## config.mk

```make
export PLATFORM = sky130hd
export DESIGN_NAME = rscl_fifo
export DESIGN_NICKNAME = d
export VERILOG_FILES = /design/src/sv/rscl_pkg.sv /design/src/sv/rscl_fifo.sv
export SDC_FILE = /design/constraint.sdc
export NUM_CORES = 1
export LEC_CHECK = 0
export ABC_AREA = 1
export BUFFER_PORTS_ARGS = -buffer_cell sky130_fd_sc_hd__buf_2
export CELL_PAD_IN_SITES_DETAIL_PLACEMENT = 0
export CELL_PAD_IN_SITES_GLOBAL_PLACEMENT = 1
export CORE_AREA = 2 2 39 41
export CTS_BUF_LIST = sky130_fd_sc_hd__clkbuf_16
export DETAILED_ROUTE_END_ITERATION = 7
export DIE_AREA = 0 0 41 43
export GPL_ROUTABILITY_DRIVEN = 0
export MAX_ROUTING_LAYER = met4
export PLACE_DENSITY = 0.48
export SYNTH_ARGS = -nofsm -noshare
export SYNTH_HDL_FRONTEND = slang
export SYNTH_SLANG_ARGS = --single-unit
```

## constraint.sdc

```tcl
create_clock -name clk -period 1.66 [get_ports clk]
set_input_delay 0.249 -clock clk [delete_from_list [all_inputs] [get_ports clk]]
set_output_delay 0.249 -clock clk [all_outputs]
set_load 0.01 [all_outputs]
```

## src/sv/rscl_pkg.sv

```systemverilog
// ----------------------------------------------------------------------------
// rscl_pkg
// Shared types, constants and helpers for the ray/sphere closest-hit unit.
// ----------------------------------------------------------------------------
package rscl_pkg;

    localparam int MAX_SPHERES_DEF = 16;
    localparam int FRAC_BITS_DEF   = 16;
    localparam int QUEUE_DEPTH     = 2;

    localparam logic OP_LOAD  = 1'b0;
    localparam logic OP_TRACE = 1'b1;

    // largest normal magnitude that fits the 18-bit signed result
    localparam logic [16:0] NRM_MAX = 17'h1ffff;

    typedef struct packed {
        logic        op;
        logic [3:0]  idx;
        logic [31:0] v0;
        logic [31:0] v1;
        logic [31:0] v2;
        logic [31:0] v3;
        logic [31:0] v4;
        logic [31:0] v5;
    } cmd_t;

    typedef struct packed {
        logic        hit;
        logic [30:0] distance;
        logic [31:0] pos_x;
        logic [31:0] pos_y;
        logic [31:0] pos_z;
        logic [17:0] normal_x;
        logic [17:0] normal_y;
        logic [17:0] normal_z;
        logic [3:0]  object_index;
    } res_t;

    typedef enum logic [4:0] {
        ST_IDLE,
        ST_A_MUL,
        ST_FETCH,
        ST_OC,
        ST_H_MUL,
        ST_C_MUL,
        ST_D_MUL,
        ST_SQRT,
        ST_DIV,
        ST_NEXT,
        ST_FIN,
        ST_POS,
        ST_NRM,
        ST_LEN,
        ST_LSQRT,
        ST_NDIV,
        ST_NWAIT,
        ST_OUT
    } bk_state_t;

    function automatic logic signed [31:0] sat32(input logic signed [65:0] v);
        if (v > 66'sd2147483647)
            return 32'sh7fffffff;
        else if (v < -66'sd2147483648)
            return 32'sh80000000;
        else
            return v[31:0];
    endfunction

endpackage

```

## src/sv/rscl_fifo.sv

```systemverilog
// ----------------------------------------------------------------------------
// rscl_fifo
// Small register queue with push/full and pop/empty sides.
// ----------------------------------------------------------------------------
module rscl_fifo
    import rscl_pkg::*;
#(
    parameter int WIDTH = 1,
    parameter int DEPTH = QUEUE_DEPTH
)
(
    input  logic             clk,
    input  logic             rst_n,
    input  logic             push,
    input  logic [WIDTH-1:0] wdata,
    output logic             full,
    input  logic             pop,
    output logic [WIDTH-1:0] rdata,
    output logic             empty
);

    localparam int PW   = (DEPTH > 1) ? $clog2(DEPTH) : 1;
    localparam int CNTW = $clog2(DEPTH + 1);

    logic [WIDTH-1:0] slot_reg [DEPTH];
    logic [PW-1:0]    wr_ptr_reg, wr_ptr_next, rd_ptr_reg, rd_ptr_next;
    logic [CNTW-1:0]  cnt_reg, cnt_next;
    logic             do_push, do_pop;

    assign full    = (cnt_reg == CNTW'(DEPTH));
    assign empty   = (cnt_reg == '0);
    assign do_push = push && !full;
    assign do_pop  = pop && !empty;
    assign rdata   = slot_reg[rd_ptr_reg];

    always_comb
    begin
        wr_ptr_next = wr_ptr_reg;
        rd_ptr_next = rd_ptr_reg;
        cnt_next    = cnt_reg;
        if (do_push)
            wr_ptr_next = (wr_ptr_reg == PW'(DEPTH - 1)) ? '0 : PW'(wr_ptr_reg + 1'b1);
        if (do_pop)
            rd_ptr_next = (rd_ptr_reg == PW'(DEPTH - 1)) ? '0 : PW'(rd_ptr_reg + 1'b1);
        if (do_push && !do_pop)
            cnt_next = CNTW'(cnt_reg + 1'b1);
        else if (do_pop && !do_push)
            cnt_next = CNTW'(cnt_reg - 1'b1);
    end

    always_ff @(posedge clk or negedge rst_n)
    begin
        if (!rst_n)
        begin
            wr_ptr_reg <= '0;
            rd_ptr_reg <= '0;
            cnt_reg    <= '0;
        end
        else
        begin
            wr_ptr_reg <= wr_ptr_next;
            rd_ptr_reg <= rd_ptr_next;
            cnt_reg    <= cnt_next;
        end
    end

    always_ff @(posedge clk)
    begin
        if (do_push)
            slot_reg[wr_ptr_reg] <= wdata;
    end

endmodule

```

==> results.py, run 1 <==
metrics = {
    "place": {
        "dp_slack_ns": 0.2744,
        "dp.cells": 60,
        "hpwl_um": 456.5,
        "port_buffers": 7,
        "dpl-instance-area_um2": 360.3,
    },
    "drt": {
        "vias": 257,
        "avgRoutedWirePerCell_um": 9.046,
        "drt-initial-drc-count": 2,
        "detail-route-antenna-nets": 0,
        "dr.pass1.iters": 3,
        "route.detailed.drc": 0,
        "viasPerCell": 3.954,
        "routed_wl_um": 588,
    },
    "sta": {
        "rsz0062_at_grt": "false",
        "fin_setup_tns_ns": 0,
        "setup_viol": 0,
        "fin_ws_ns": 0.2685,
        "fmax_mhz": 718.7,
        "fin_crit_sh_pct": 83.82,
        "worst_hold_slack_ns": 0.2089,
        "fin_crit_ns": 1.391,
        "hold_violations": 0,
        "skew_ns": 0.0004906,
        "worstMarginPinSlew_ns": 0.2636,
        "max-slew-margin-rel_pct": 82.24,
        "maxSlewViolCount": 0,
    },
    "final_layout": {
        "fin_area_um2": 449.2,
        "utilization_pct": 32.46,
        "regArea_um2": 160.2,
        "nets": 56,
        "layout.cells.non_filler": 65,
        "multiInputGateArea_um2": 115.1,
        "area_delta_synth_final_pct": 47.13,
        "num_antenna_cells": 0,
        "drive_above_1_share_pct": 24.49,
        "n_fill_cell": 147,
    },
    "global_route": {
        "antenna_found_initial": 0,
        "grt_overflow_total": 0,
        "grt.total_usage_pct": 9.006,
        "grt_pass1_wl_um": 924,
        "grt_pass1_vias": 225,
        "grt_max_degree": 8,
    },
    "cts": {
        "post-cts-setup-buffers": 0,
        "cts.repair.resized": 0,
        "numClockSinks": 6,
        "cts_made_buffers": 3,
        "tritoncts": "yes",
        "clock_path_buffers": 2,
        "clk_latency_ns": 0.23,
        "cts-htree-levels": 1,
        "clk_pin_slew_worst_paths_ns": 0.03,
        "postCtsHoldBufs": 1,
        "cts-root-buf": "clkbuf_16",
    },
    "worst_setup_path": {
        "cp-start-kind": "register",
        "reg2reg_slack_ns": 0.27,
        "r2r-start": "cnt_reg[0]",
        "critPathArrivalTime_ns": 1.51,
        "critPathKind": "reg -> reg",
        "rr_worst_depth": 6,
        "end_kind": "register",
        "worstPathRequired_ns": 1.78,
        "r2r_end": "cnt_reg[1]",
        "crit_path_max_fanout": 7,
    },
    "yosys": {
        "synthesis.nets": 43,
        "synth_cells": 37,
        "synth_cell_type_count": 12,
        "synth_warnings": 0,
        "synth_area_um2": 305.3,
        "yosysSeqAreaShare_pct": 52.46,
        "synth_area_per_cell_um2": 8.251,
        "synth-seq-cells": 6,
    },
    "hold_path": {
        "holdPathEnd": "slot_reg[1]",
        "min_path_type": "in -> reg",
        "min_from": "wdata",
        "worstHoldPathCells": 1,
    },
    "outcome": {
        "outcome": "finished, final reports clean",
    },
    "floorplanning": {
        "coreArea_mm2": 0.001384,
        "ios": 8,
        "die_area_mm2": 0.001763,
        "row_count": 14,
        "die_h_um": 43,
        "start_util_pct": 22.06,
        "die_w_um": 41,
    },
    "pwr": {
        "p_total_mw": 0.9582,
        "ir_worst_vdd_uv": 614.7,
        "power_density_mw_per_mm2": 2133,
        "p_leak_nw": 0.2437,
    },
    "run": {
        "cap_violations": 0,
    },
}
-- placed cells by master (no fill, tap or decap), drive strengths merged --
| cell | count |
|---|---|
| nand2 | 12 |
| inv | 9 |
| buf | 7 |
| dfrtp | 4 |
| nor2 | 4 |
| clkbuf | 3 |
| o21ai | 2 |
| edfxtp | 2 |
| nand3 | 1 |
| nand4 | 1 |
| xnor2 | 1 |
| nand3b | 1 |
| ha | 1 |
| dlygate4sd3 | 1 |
-- Yosys cell counts --
cell,count,area (µm²)
nand3b_1,1,7.510
ha_1,1,12.51
xnor2_1,1,8.760
inv_1,8,30.03
nand2_1,12,45.04
nand3_1,1,5.000
o21ai_0,2,10.01
edfxtp_1,2,60.06
nand4_1,1,6.260
nor2_2,2,12.51
dfrtp_1,4,100.1
nor2_1,2,7.510
-- cells by family (layout without fill, tap and decap cells) --
| family | Yosys count | in the layout | synth area share [%] |
|---|---|---|---|
| AO/OA/AOI/OAI | 2 | 2 | 3.279 |
| flip-flops | 6 | 6 | 52.46 |
| buffers and inverters | 8 | 20 | 9.836 |
| XOR/XNOR | 1 | 1 | 2.869 |
| AND/OR/NAND/NOR | 19 | 19 | 27.46 |
| adder cells (fa/ha/maj) | 1 | 1 | 4.098 |
-- where the power goes --
part | internal, mW | total, mW | leakage (nW) | switching [mW]
registers | 0.219 | 0.274 | 0.0665 | 0.0543
logic | 0.123 | 0.287 | 0.135 | 0.164
clock network | 0.313 | 0.397 | 0.0423 | 0.0849
-- final cells by class --
cell class                      instances  area share [%]
Sequential cell                         6           35.65
Multi-Input combinational cell         23           25.63
Clock buffer                            3           16.71
Timing Repair Buffer                    8           10.03
Inverter                                8           6.685
Tap cell                               16           4.457
Clock inverter                          1          0.8357
-- critical path: stages (launching register included) --
cell     delay, ns
dfrtp_1       0.44
o21ai_0       0.27
ha_1          0.30
inv_1         0.08
nand3_1       0.08
nand2_1       0.06
nand2_1       0.04
-- worst max path at each step --
stage	to	start	cells after the start	slack, ns
6_report	cnt_reg[1]	cnt_reg[0]	6	0.27
5_1_grt	cnt_reg[1]	cnt_reg[0]	6	0.08
4_1_cts	cnt_reg[1]	cnt_reg[0]	6	0.27
3_5_place_dp	cnt_reg[1]	cnt_reg[0]	6	0.27
3_3_place_gp	cnt_reg[1]	cnt_reg[0]	6	0.33
2_1_floorplan	cnt_reg[1]	cnt_reg[0]	7	0.35
-- per-layer routing --
layer / GRT usage, % / wire, µm / share of wire [%]
met5: - / 0 / 0
met1: 10.82 / 262 / 45
met2: 9.375 / 264 / 45
met4: 12.00 / 14 / 2.4
met3: 3.141 / 46 / 7.8
(Power assumes the default switching activity.)
==> inputs of run 2 (changes only) <==
clock period = 1.4 ns   (was 1.66 ns; I/O delays follow)
==> results.py, run 2 (synthesis gave the netlist of run 1 again) <==
metrics = {
    "drt": {
        "detail-route-antenna-nets": 0,
        "viasPerCell": 3.940,
        "drt-initial-drc-count": 5,
        "avgRoutedWirePerCell_um": 9.522,
        "routed_wl_um": 638,
        "route.detailed.drc": 0,
        "dr.pass1.iters": 4,
        "vias": 264,
    },
    "worst_setup_path": {
        "reg2reg_slack_ns": 0.14,
        "critPathKind": "reg -> reg",
        "critPathArrivalTime_ns": 1.38,
        "cp-start-kind": "register",
        "crit_path_max_fanout": 4,
        "startpoint": "cnt_reg[1]",
        "end_kind": "register",
        "worstPathRequired_ns": 1.52,
        "r2r-start": "cnt_reg[1]",
    },
    "sta": {
        "fin_crit_sh_pct": 90.19,
        "fin_crit_ns": 1.263,
        "skew_ns": 0.002190,
        "maxSlewViolCount": 0,
        "fin_setup_tns_ns": 0,
        "hold_violations": 0,
        "setup_viol": 0,
        "max-slew-margin-rel_pct": 84.60,
        "fin_ws_ns": 0.1374,
        "rsz0062_at_grt": "false",
        "fmax_mhz": 792.0,
        "worstMarginPinSlew_ns": 0.2286,
    },
    "final_layout": {
        "final_common_cell": "nand2_1",
        "nets": 58,
        "num_antenna_cells": 0,
        "n_fill_cell": 145,
        "layout_common_cells": "nand2_1, inv_1, buf_2",
        "fin_area_um2": 490.5,
        "area_delta_synth_final_pct": 60.66,
        "drive_above_1_share_pct": 33.33,
    },
    "global_route": {
        "grt_max_degree": 5,
        "grt_pass1_vias": 250,
        "grt_pass1_wl_mm": 1.007,
        "grt_overflow_total": 0,
        "antenna_found_initial": 0,
        "grt.total_usage_pct": 9.969,
    },
    "cts": {
        "cts-root-buf": "clkbuf_16",
        "tritoncts": "yes",
        "clk_pin_slew_worst_paths_ns": 0.04,
        "numClockSinks": 6,
        "clock_path_buffers": 2,
        "cts_made_buffers": 3,
        "cts-htree-levels": 1,
        "clk_latency_ns": 0.23,
        "post-cts-setup-buffers": 0,
    },
    "floorplanning": {
        "die_w_um": 41,
        "die_area_mm2": 0.001763,
        "row_count": 14,
        "ios": 8,
        "die_h_um": 43,
        "start_util_pct": 22.06,
        "coreArea_mm2": 0.001384,
    },
    "place": {
        "port_buffers": 7,
        "dp_slack_ns": 0.05598,
        "dpl-instance-area_um2": 375.4,
        "hpwl_um": 515.7,
    },
    "outcome": {
        "outcome": "finished, final reports clean",
    },
    "run": {
        "cap_violations": 0,
    },
    "pwr": {
        "power_density_mw_per_mm2": 2525,
        "p_leak_nw": 0.2553,
        "ir_worst_vdd_uv": 799.6,
    },
    "hold_path": {
        "min_path_type": "in -> reg",
        "min_from": "wdata",
    },
}
## run 2: cell count changes in the layout (fill, tap and decap cells not counted)
| cell | previous run | this run |
|---|---|---|
| buf_4 | 0 | 2 |
| nor2_2 | 2 | 0 |
| nor2_4 | 0 | 2 |
| ha_1 | 1 | 0 |
| ha_4 | 0 | 1 |
| inv_1 | 9 | 8 |
| inv_2 | 0 | 1 |
| o21ai_0 | 2 | 1 |
| o21ai_2 | 0 | 1 |
## run 2: layout make-up
type / instances / area, µm² / share of cell area [%]
clock buffers: 3 / 75.07 / 15.31
clock inverters: 1 / 3.754 / 0.7653
inverters: 8 / 30.03 / 6.122
multi-input cells: 23 / 141.4 / 28.83
flip-flops and latches: 6 / 160.2 / 32.65
well taps: 16 / 20.02 / 4.082
repair buffers: 10 / 60.06 / 12.24
## run 2: stage by stage
stage / hold slack (ns) / power, mW / std cells / utilization, %
after floorplan: -0.08559 / 0.5690 / 37 / -
after global placement: 0.02474 / 0.6973 / 62 / 27.12
after detailed placement: 0.02647 / 0.7146 / 62 / 27.12
after CTS: 0.1661 / 1.196 / 67 / 33.54
after global routing: 0.1781 / 1.336 / 67 / 35.44
final: 0.1699 / 1.238 / 67 / 35.44
## run 2: path summary, 6_finish.rpt
| path | end | cells past startpoint |
|---|---|---|
| worst max-delay path | cnt_reg[1] | 8 |
| worst min-delay path | slot_reg[0] | 1 |
| worst max register to register | cnt_reg[1] | 8 |
| worst min register to register | wr_ptr_reg | 2 |
| max in group asynchronous | rd_ptr_reg | 2 |
| min in group asynchronous | wr_ptr_reg | 2 |
## run 2: layer usage
metal	vias up	global-route usage, %	share of wire (%)
li1	139	-	-
met1	117	12.25	44
met2	8	10.94	49
met3	0	3.141	6.4
met4	0	12.00	0
met5	-	-	0
## run 2: power breakdown
| group | switching (mW) | internal [mW] |
|---|---|---|
| registers | 0.0659 | 0.260 |
| clock network | 0.0981 | 0.370 |
| logic | 0.242 | 0.202 |
| total | 0.406 | 0.833 |
## run 2: worst max-delay path, cell delays in order, from the launching register on
cell and delay, ns:
dfrtp_1 0.41, inv_2 0.11, nor2_4 0.04, nor2_4 0.12
ha_4 0.21, inv_1 0.07, nand3_1 0.08, nand2_1 0.06
nand2_1 0.04
## run 2: repair_timing
item,CTS,global route
endpoints found under the setup margin,0,1
gates resized for setup,0,6
hold buffers,1,0
hold endpoints to repair,4,0
