<file path="src/sv/rscl_pkg.sv">
// ----------------------------------------------------------------------------
// rscl_pkg
// Shared types, constants and helpers for the ray/sphere closest-hit unit.
// ----------------------------------------------------------------------------
package rscl_pkg;

    localparam int MAX_SPHERES_DEF = 16;
    localparam int FRAC_BITS_DEF   = 16;
    localparam int QUEUE_DEPTH     = 2;

    localparam logic OP_LOAD  = 1'b0;
    localparam logic OP_TRACE = 1'b1;

    // largest normal magnitude that fits the 18-bit signed result
    localparam logic [16:0] NRM_MAX = 17'h1ffff;

    typedef struct packed {
        logic        op;
        logic [3:0]  idx;
        logic [31:0] v0;
        logic [31:0] v1;
        logic [31:0] v2;
        logic [31:0] v3;
        logic [31:0] v4;
        logic [31:0] v5;
    } cmd_t;

    typedef struct packed {
        logic        hit;
        logic [30:0] distance;
        logic [31:0] pos_x;
        logic [31:0] pos_y;
        logic [31:0] pos_z;
        logic [17:0] normal_x;
        logic [17:0] normal_y;
        logic [17:0] normal_z;
        logic [3:0]  object_index;
    } res_t;

    typedef enum logic [4:0] {
        ST_IDLE,
        ST_A_MUL,
        ST_FETCH,
        ST_OC,
        ST_H_MUL,
        ST_C_MUL,
        ST_D_MUL,
        ST_SQRT,
        ST_DIV,
        ST_NEXT,
        ST_FIN,
        ST_POS,
        ST_NRM,
        ST_LEN,
        ST_LSQRT,
        ST_NDIV,
        ST_NWAIT,
        ST_OUT
    } bk_state_t;

    function automatic logic signed [31:0] sat32(input logic signed [65:0] v);
        if (v > 66'sd2147483647)
            return 32'sh7fffffff;
        else if (v < -66'sd2147483648)
            return 32'sh80000000;
        else
            return v[31:0];
    endfunction

endpackage

</file>
<file path="src/sv/rscl_front.sv">
// ----------------------------------------------------------------------------
// rscl_front
// Input side: classifies load and trace items, drops loads to missing slots.
// ----------------------------------------------------------------------------
module rscl_front
    import rscl_pkg::*;
#(
    parameter int MAX_SPHERES = MAX_SPHERES_DEF
)
(
    input  logic               push,
    input  logic               full,
    input  logic               op,
    input  logic [3:0]         entry_index,
    input  logic signed [31:0] center_x,
    input  logic signed [31:0] center_y,
    input  logic signed [31:0] center_z,
    input  logic [30:0]        radius,
    input  logic signed [31:0] origin_x,
    input  logic signed [31:0] origin_y,
    input  logic signed [31:0] origin_z,
    input  logic signed [31:0] dir_x,
    input  logic signed [31:0] dir_y,
    input  logic signed [31:0] dir_z,
    output cmd_t               cmd,
    output logic               cmd_push
);

    logic keep;

    assign keep     = (op == OP_TRACE) || (32'(entry_index) < 32'(MAX_SPHERES));
    assign cmd_push = push && !full && keep;

    always_comb
    begin
        cmd.op  = op;
        cmd.idx = entry_index;
        if (op == OP_LOAD)
        begin
            cmd.v0 = center_x;
            cmd.v1 = center_y;
            cmd.v2 = center_z;
            cmd.v3 = {1'b0, radius};
            cmd.v4 = '0;
            cmd.v5 = '0;
        end
        else
        begin
            cmd.v0 = origin_x;
            cmd.v1 = origin_y;
            cmd.v2 = origin_z;
            cmd.v3 = dir_x;
            cmd.v4 = dir_y;
            cmd.v5 = dir_z;
        end
    end

endmodule

</file>
<file path="config.mk">
export PLATFORM = sky130hd
export DESIGN_NAME = rscl_front
export DESIGN_NICKNAME = d
export VERILOG_FILES = /design/src/sv/rscl_pkg.sv /design/src/sv/rscl_front.sv
export SDC_FILE = /design/constraint.sdc
export NUM_CORES = 1
export LEC_CHECK = 0
export BUFFER_PORTS_ARGS = -buffer_cell sky130_fd_sc_hd__buf_4
export CORE_AREA = 2 2 206 208
export DETAILED_ROUTE_END_ITERATION = 10
export DIE_AREA = 0 0 208 210
export MAX_ROUTING_LAYER = met4
export PLACE_DENSITY = 0.37
export SYNTH_ARGS = -nofsm -noshare
export SYNTH_HDL_FRONTEND = slang
export SYNTH_SLANG_ARGS = --single-unit
</file>
<file path="constraint.sdc">
create_clock -name vclk -period 0.82
set_input_delay 0 -clock vclk [all_inputs]
set_output_delay 0 -clock vclk [all_outputs]
set_load 0.01 [all_outputs]
</file>
==> out/metrics.yaml, run 1 <==
worst_setup_path:
  critical_path_class: "in -> out"
  cp-end-kind: "output port"
  crit_start: "op"
  path_max_fanout: 12
  endpoint: "cmd[112]"
  start_kind: "input pin"
  cpPeakStageDelay_ps: 340
  cp.arrival_ps: 810
  path_common_cell: "buf_16"
  path_cells: "buf_16 -> buf_16 -> mux2_2 -> buf_4"
  crit_slowest_cell: "mux2_2"
  cp.required_ps: 820
cells_and_area:
  multiInputGateArea_um2: 1880
  finish.utilization: 0.169
  fin_nets: 1064
  seqCellArea_um2: 0
  clkbuf_count: 0
  synthToLayoutAreaGrowth_pct: 239
  antenna_cells: 0
  drive_gt1_frac: 0.912
  fillers: 4652
  seq_cells: 0
placed_design:
  post-place-ws_ps: -227
  numPortBuffers: 516
  dp_hpwl_um: 15900
  gp_congestion: 0.718
synth:
  synth.top_cells.by_area: "mux2_2, and2_1, buf_6"
  yosysSeqAreaShare: 0
  synth_top_area_frac: 0.694
  synth_nets: 545
  synthTopCellsByCount: "mux2_2, and2_1, buf_6, buf_4, clkbuf_1"
  synth_top_family_by_area: "multiplexers"
  synth_most_common_cell: "mux2_2"
  syn-cell-area_um2: 2060
  synth-simple-area-share: 0.200
  yosys_warnings: 0
  synth_cell_types: 7
  synth-xor-area-share: 0
  synth_compound_area_frac: 0
  synth.mux.area_fraction: 0.694
  syn_area_per_cell_um2: 9.42
  postSynthCellCount: 219
  synth_adder_area_share: 0
  yosys.area.top_type: "mux2_2"
job:
  cap_violations: 0
timing:
  timing.fmax_ghz: 1.23
  timing.final.ws_setup_ps: 8.16
  rsz0062_at_grt: "yes"
  drv_slew: 0
  tightest_slew_ps: 152
  timing.hold.ws_ps: 0.0212
  hold_viol: 0
  maxSlewHeadroom: 0.899
  fin_crit_sh: 0.990
  setup_viol: 0
  post-route-min-period_ps: 812
drt:
  drt_pass1_iterations: 4
  routed_wl_um: 19600
  routed_via_density: 3.01
  drc: 0
  antenna_left: 0
  avgRoutedWirePerCell_um: 15.4
  first_iter_violations: 53
  dr_total_vias: 3833
die:
  coreArea_um2: 41500
  start_util: 0.0497
  die_h_um: 210
  chipWidth_um: 208
  dieArea_um2: 43700
  std_cell_rows: 75
  io_pins: 524
global_routing:
  grtUsageTotal: 0.0791
  use_met2: 0.161
  antenna_found_initial: 3
  grt_overflow_total: 0
  grt_busiest_layer: "met2"
  grt_pass1_wl_um: 25100
  gr-usage-met1: 0.0843
  grt_pass1_vias: 3957
  grt_max_degree: 24
  gr-usage-met3: 0.00939
outcome:
  outcome: "complete, no violations"
power_and_ir_drop:
  power_uw: 3870
  ir_worst_vdd_uv: 172
  p_leak_uw: 0.00349
  power.density_nw_per_um2: 553
worst_hold_path:
  min-delay-path-class: "in -> out"
  min_path_cells: 0
[power breakdown]
part           switching, uW  total, uW  internal, uW
clock network              0          0             0
registers                  0          0             0
logic                   1330       3870          2540
[layout make-up]
class	count	area share
multi-input cells	193	0.269
well taps	539	0.0965
repair buffers	543	0.634
[cells in the final DEF (no fill, tap or decap)]
cell type / n
and2_1: 64
and2_4: 1
buf_12: 3
buf_16: 10
buf_4: 521
buf_6: 2
buf_8: 2
bufbuf_16: 1
clkbuf_16: 4
mux2_2: 117
mux2_4: 10
nor2b_1: 1
[worst max-delay path, delay by kind of cell]
kind | cells | cell delay (ps)
mux | 1 | 340
buf+inv | 3 | 440
[timing repair]
item                                    in CTS  in global routing
resized for setup                           33                  5
hold endpoints to repair                     0                  0
buffers inserted                             1                  0
cloned                                       8                  4
hold buffers                                 0                  0
endpoints found under the setup margin     166                 43
[logic make-up (layout without fill, tap and decap cells)]
kind of cell | after synthesis | after routing
muxes | 127 | 127
and+or+nand+nor | 66 | 66
buffers and inverters | 26 | 543
[worst min-delay path by stage]
stage,from,endpoint,slack [ps]
after CTS,entry_index[1],cmd[193],0.07
after global placement,entry_index[1],cmd[193],0.07
after detailed placement,entry_index[1],cmd[193],0.07
final,entry_index[3],cmd[195],0.02
after global routing,entry_index[3],cmd[195],0.03
after floorplan,full,cmd_push,50
[metal layers]
layer	routed length (um)	share of wire
met1	7040	0.36
met2	11000	0.56
met3	1410	0.072
met4	176	0.0090
met5	0	0
[metrics by stage]
stage | setup TNS [ps] | cell area, um^2 | cells
floorplan | 0 | 2060 | 219
global placement | -22200 | 6530 | 1262
detailed placement | -22970 | 6530 | 1262
CTS | -419 | 6870 | 1271
global route | -166 | 6990 | 1275
finish | 0 | 6990 | 1275
Note: power is estimated with default switching activity, not from simulation.
==> run 2: changes to the inputs <==
==> config.mk (replaced) <==
export PLATFORM = sky130hd
export DESIGN_NAME = rscl_front
export DESIGN_NICKNAME = d
export VERILOG_FILES = /design/src/sv/rscl_pkg.sv /design/src/sv/rscl_front.sv
export SDC_FILE = /design/constraint.sdc
export NUM_CORES = 1
export LEC_CHECK = 0
export ABC_AREA = 1
export BUFFER_PORTS_ARGS = -buffer_cell sky130_fd_sc_hd__buf_4
export CORE_AREA = 2 2 201 203
export DETAILED_ROUTE_END_ITERATION = 10
export DIE_AREA = 0 0 203 205
export PLACE_DENSITY = 0.38
export SYNTH_ARGS = -nofsm -noshare
export SYNTH_HDL_FRONTEND = slang
export SYNTH_SLANG_ARGS = --single-unit
==> run 2 against run 1 <==
  * Fmax up 4.1%
  * Non-clock buffer count up 13
  * Synthesized cell count rose to 2.5 times the previous value
  * Clock-buffer cell count unchanged
  * First-iteration DRC count rose to 3.9 times the previous value
  * Largest cell class unchanged
  * Design area up 1.6%
  * Worst setup slack better by 32 ps
  * Power up 3.0%
  * Cell count up 25%
  * Sequential share of layout area unchanged
  * Largest power group unchanged
  * Utilization up 1.2 points
==> out/metrics.yaml, run 2 <==
die:
  coreArea_um2: 39400
  die_h_um: 205
  chipWidth_um: 203
  dieArea_um2: 41600
  io_pins: 524
  start_util: 0.0574
  std_cell_rows: 73
worst_setup_path:
  cp.required_ps: 820
  start_kind: "input pin"
  cp-end-kind: "output port"
  cp.arrival_ps: 780
  path_max_fanout: 16
  critical_path_class: "in -> out"
  crit_start: "op"
cells_and_area:
  drive_gt1_frac: 0.525
  finish.utilization: 0.180
  seq_cells: 0
  clkbuf_count: 0
  final_common_cell: "buf_4"
  antenna_cells: 0
  fin_nets: 1398
  fillers: 4573
  synthToLayoutAreaGrowth_pct: 214
  layout_common_cells: "buf_4, nand2_1, inv_1"
  seqCellArea_um2: 0
timing:
  timing.final.ws_setup_ps: 39.9
  tightest_slew_ps: 148
  rsz0062_at_grt: "yes"
  setup_viol: 0
  fin_crit_sh: 0.951
  maxSlewHeadroom: 0.901
  timing.fmax_ghz: 1.28
  drv_slew: 0
  post-route-min-period_ps: 780
  hold_viol: 0
clock_tree:
  holdBufCountCts: 0
synth:
  yosys_warnings: 0
  yosys.area.top_type: "nand2_1"
  syn-cell-area_um2: 2260
  synthTopCellsByCount: "nand2_1, inv_1, buf_6, buf_4, buf_2"
  postSynthCellCount: 554
  yosysSeqAreaShare: 0
  synth_cell_types: 7
  synth_nets: 880
  synth_top_area_frac: 0.740
  synth.top_cells.by_area: "nand2_1, inv_1, buf_6"
  syn_area_per_cell_um2: 4.08
  synth_most_common_cell: "nand2_1"
global_routing:
  grt_pass1_wl_um: 31300
  grt_overflow_total: 0
  grt_max_degree: 51
  grt_pass1_vias: 5192
  antenna_found_initial: 2
  grtUsageTotal: 0.0987
drt:
  dr_total_vias: 5180
  drc: 0
  antenna_left: 0
  routed_via_density: 3.25
  routed_wl_um: 23900
  first_iter_violations: 207
  drt_pass1_iterations: 4
  avgRoutedWirePerCell_um: 15.0
power_and_ir_drop:
  p_leak_uw: 0.00461
  ir_worst_vdd_uv: 243
  power.density_nw_per_um2: 561
placed_design:
  post-place-ws_ps: -80.9
  dp_hpwl_um: 20300
  numPortBuffers: 516
  gp_congestion: 0.759
worst_hold_path:
  hp-start: "entry_index[2]"
  min-delay-path-class: "in -> out"
job:
  cap_violations: 0
outcome:
  outcome: "complete, no violations"
==> run 2: cell count changes after synthesis, sizes merged <==
cell,delta
nor2b,-1
and2,-65
mux2,-127
buf,+20
clkbuf,-6
nor2,+1
inv,+67
nand2,+446
==> run 2: what timing repair did <==
item,in CTS,in global routing
buffers inserted,1,3
gates resized for setup,12,21
cloned,2,5
pin swaps,0,1
setup endpoints to repair,16,125
==> run 2: critical path, cell delays in order <==
cell	delay, ps
buf_16	140
buf_4	160
clkbuf_16	170
nand2_1	100
nand2_1	60
buf_4	140
==> run 2: final timing paths <==
path | to | slack (ps) | cells after the start
setup / recovery | cmd[110] | 40 | 6
hold / removal | cmd[194] | 0.02 | 0
==> run 2: through the flow <==
stage | power (uW) | hold WS [ps] | cell area [um^2] | setup TNS (ps) | instances
after floorplan | 1260 | 47.5 | 2260 | 0 | 554
after global placement | 3840 | 0.0686 | 6770 | -407 | 1585
after detailed placement | 3820 | 0.0686 | 6770 | -450 | 1585
after CTS | 3910 | 0.0686 | 6880 | -292 | 1588
after global routing | 4350 | 0.0763 | 7100 | -80.7 | 1595
final | 3980 | 0.0174 | 7100 | 0 | 1595
==> run 2: cell type report <==
cell class	count	area, um^2	share of cell area
well taps	525	657	0.0925
repair buffers	556	4480	0.632
multi-input cells	447	1690	0.238
inverters	67	268	0.0377
==> run 2: power breakdown <==
part	total [uW]	switching (uW)	internal (uW)	leakage, uW
Sequential	0	0	0	0
Combinational	3980	1690	2290	0.00461
Clock	0	0	0	0
==> run 2: metal layers <==
layer  track usage  part of all wire  vias up
met3        0.0191             0.088        2
met1         0.116              0.40     2257
met4             0           0.00029        0
met5             0                 0        -
met2         0.194              0.51      326
li1              -                 -     2595
==> run 2: kinds of logic after synthesis <==
group	share of synthesized area
buffers and inverters	0.258
AND/OR/NAND/NOR	0.742
==> run 3: changes to the inputs <==
--- a/config.mk
+++ b/config.mk
@@ -7,10 +7,12 @@
 export LEC_CHECK = 0
 export ABC_AREA = 1
 export BUFFER_PORTS_ARGS = -buffer_cell sky130_fd_sc_hd__buf_4
-export CORE_AREA = 2 2 201 203
+export CELL_PAD_IN_SITES_DETAIL_PLACEMENT = 1
+export CELL_PAD_IN_SITES_GLOBAL_PLACEMENT = 2
+export CORE_AREA = 2 2 206 208
 export DETAILED_ROUTE_END_ITERATION = 10
-export DIE_AREA = 0 0 203 205
-export PLACE_DENSITY = 0.38
+export DIE_AREA = 0 0 208 210
+export PLACE_DENSITY = 0.77
 export SYNTH_ARGS = -nofsm -noshare
 export SYNTH_HDL_FRONTEND = slang
 export SYNTH_SLANG_ARGS = --single-unit
==> run 3 against run 2 <==
  * Fmax increased by 0.45%
  * Clock-buffer cell count is the same
  * Cell count is 1.6% higher
  * Worst setup slack better by 3.5 ps
  * Combinational power grew 2%
  * Flip-flop and latch count unchanged
  * Die area is 5.0% higher
  * Largest power group unchanged
==> out/metrics.yaml, run 3 (synthesized netlist as in run 2, its figures left out) <==
placed_design:
  placed_cells: 1610
  post-place-ws_ps: -28.1
  gp_congestion: 0.814
  numPortBuffers: 516
  dp_hpwl_um: 20000
  placed_area_um2: 6890
power_and_ir_drop:
  p_leak_uw: 0.00467
  power.density_nw_per_um2: 561
  power_uw: 4040
  ir_worst_vdd_uv: 200
timing:
  tightest_slew_ps: 151
  maxSlewHeadroom: 0.899
  setup_viol: 0
  timing.final.ws_setup_ps: 43.4
  drv_slew: 0
  hold_viol: 0
  rsz0062_at_grt: "yes"
  timing.fmax_ghz: 1.29
  fin_crit_sh: 0.947
  post-route-min-period_ps: 777
drt:
  avgRoutedWirePerCell_um: 15.1
  wl_met1_um: 9210
  routed_wl_um: 24500
  first_iter_violations: 132
  routed_via_density: 3.27
  route.met2.wl_um: 13100
  routed.top_layer: "met4"
  antenna_left: 0
  dr_total_vias: 5299
  wl_met3_um: 2130
  drt_pass1_iterations: 4
  drc: 0
cells_and_area:
  seqCellArea_um2: 0
  seq_cells: 0
  layout_common_cells: "buf_4, nand2_1, inv_1"
  fin_area_um2: 7200
  antenna_cells: 0
  drive_gt1_frac: 0.525
  synthToLayoutAreaGrowth_pct: 219
  finish.utilization: 0.174
  clkbuf_count: 0
  fin_cells: 1620
  fin_nets: 1409
  final_common_cell: "buf_4"
die:
  std_cell_rows: 75
  io_pins: 524
  start_util: 0.0545
  dieArea_um2: 43700
  coreArea_um2: 41500
  die_h_um: 210
  chipWidth_um: 208
job:
  cap_violations: 0
clock_tree:
  holdBufCountCts: 0
outcome:
  outcome: "complete, no violations"
worst_setup_path:
  cp.arrival_ps: 780
  path_max_fanout: 8
  start_kind: "input pin"
  critical_path_class: "in -> out"
  cp-end-kind: "output port"
  cp.required_ps: 820
global_routing:
  grt_max_degree: 48
  antenna_found_initial: 0
  grtUsageTotal: 0.0914
  grt_pass1_vias: 5556
  grt_pass1_wl_um: 31700
  grt_overflow_total: 0
worst_hold_path:
  min_path_cells: 0
  hp-start: "entry_index[3]"
  hold_end: "cmd[195]"
  min-delay-path-class: "in -> out"
## run 3: cell types whose count changed in the layout (fill, tap and decap cells not counted)
cell / change
bufbuf_16: -1
nand2_1: +5
nand2_2: -5
clkbuf_16: +4
buf_4: +15
buf_6: -7
## run 3: how the worst max path moves through the flow
stage,slack [ps],to,depth (start not counted),start
2_1_floorplan,230,cmd[160],6,op
3_3_place_gp,-30,cmd[186],6,op
3_5_place_dp,-30,cmd[186],6,op
4_1_cts,6,cmd[187],7,op
5_1_grt,-30,cmd[164],7,op
6_report,40,cmd[177],7,op
## run 3: layout make-up
type               count  area, um^2
fillers             5284       34300
inverters             67         268
multi-input cells    447        1680
well taps            539         674
repair buffers       567        4580
## run 3: critical path, cell delays in order
cell and delay [ps]:
buf_16 150, inv_16 70, buf_12 150, buf_4 130
nand2_1 50, nand2_1 60, buf_4 140
## run 3: routing by layer
metal,track usage,up-vias
li1,-,2618
met1,0.0975,2357
met2,0.190,320
met3,0.0212,4
met4,0,0
met5,0,-
## run 3: timing repair
action	CTS	global route
setup buffers	0	1
gates resized for setup	6	9
endpoints found under the setup margin	27	83
cloned	0	9
pin swaps	0	0
## run 3: power by group
part	total (uW)	leakage, uW	internal (uW)	switching, uW
registers	0	0	0	0
logic	4040	0.00467	2330	1710
clock network	0	0	0	0
total	4040	0.00467	2330	1710
## run 3: stage by stage
stage | hold slack [ps] | TNS, ps
global placement | 0.0686 | -64.2
floorplan | 47.5 | 0
finish | 0.0220 | 0
global route | 0.0779 | -253
CTS | 0.0686 | 0
detailed placement | 0.0686 | -196
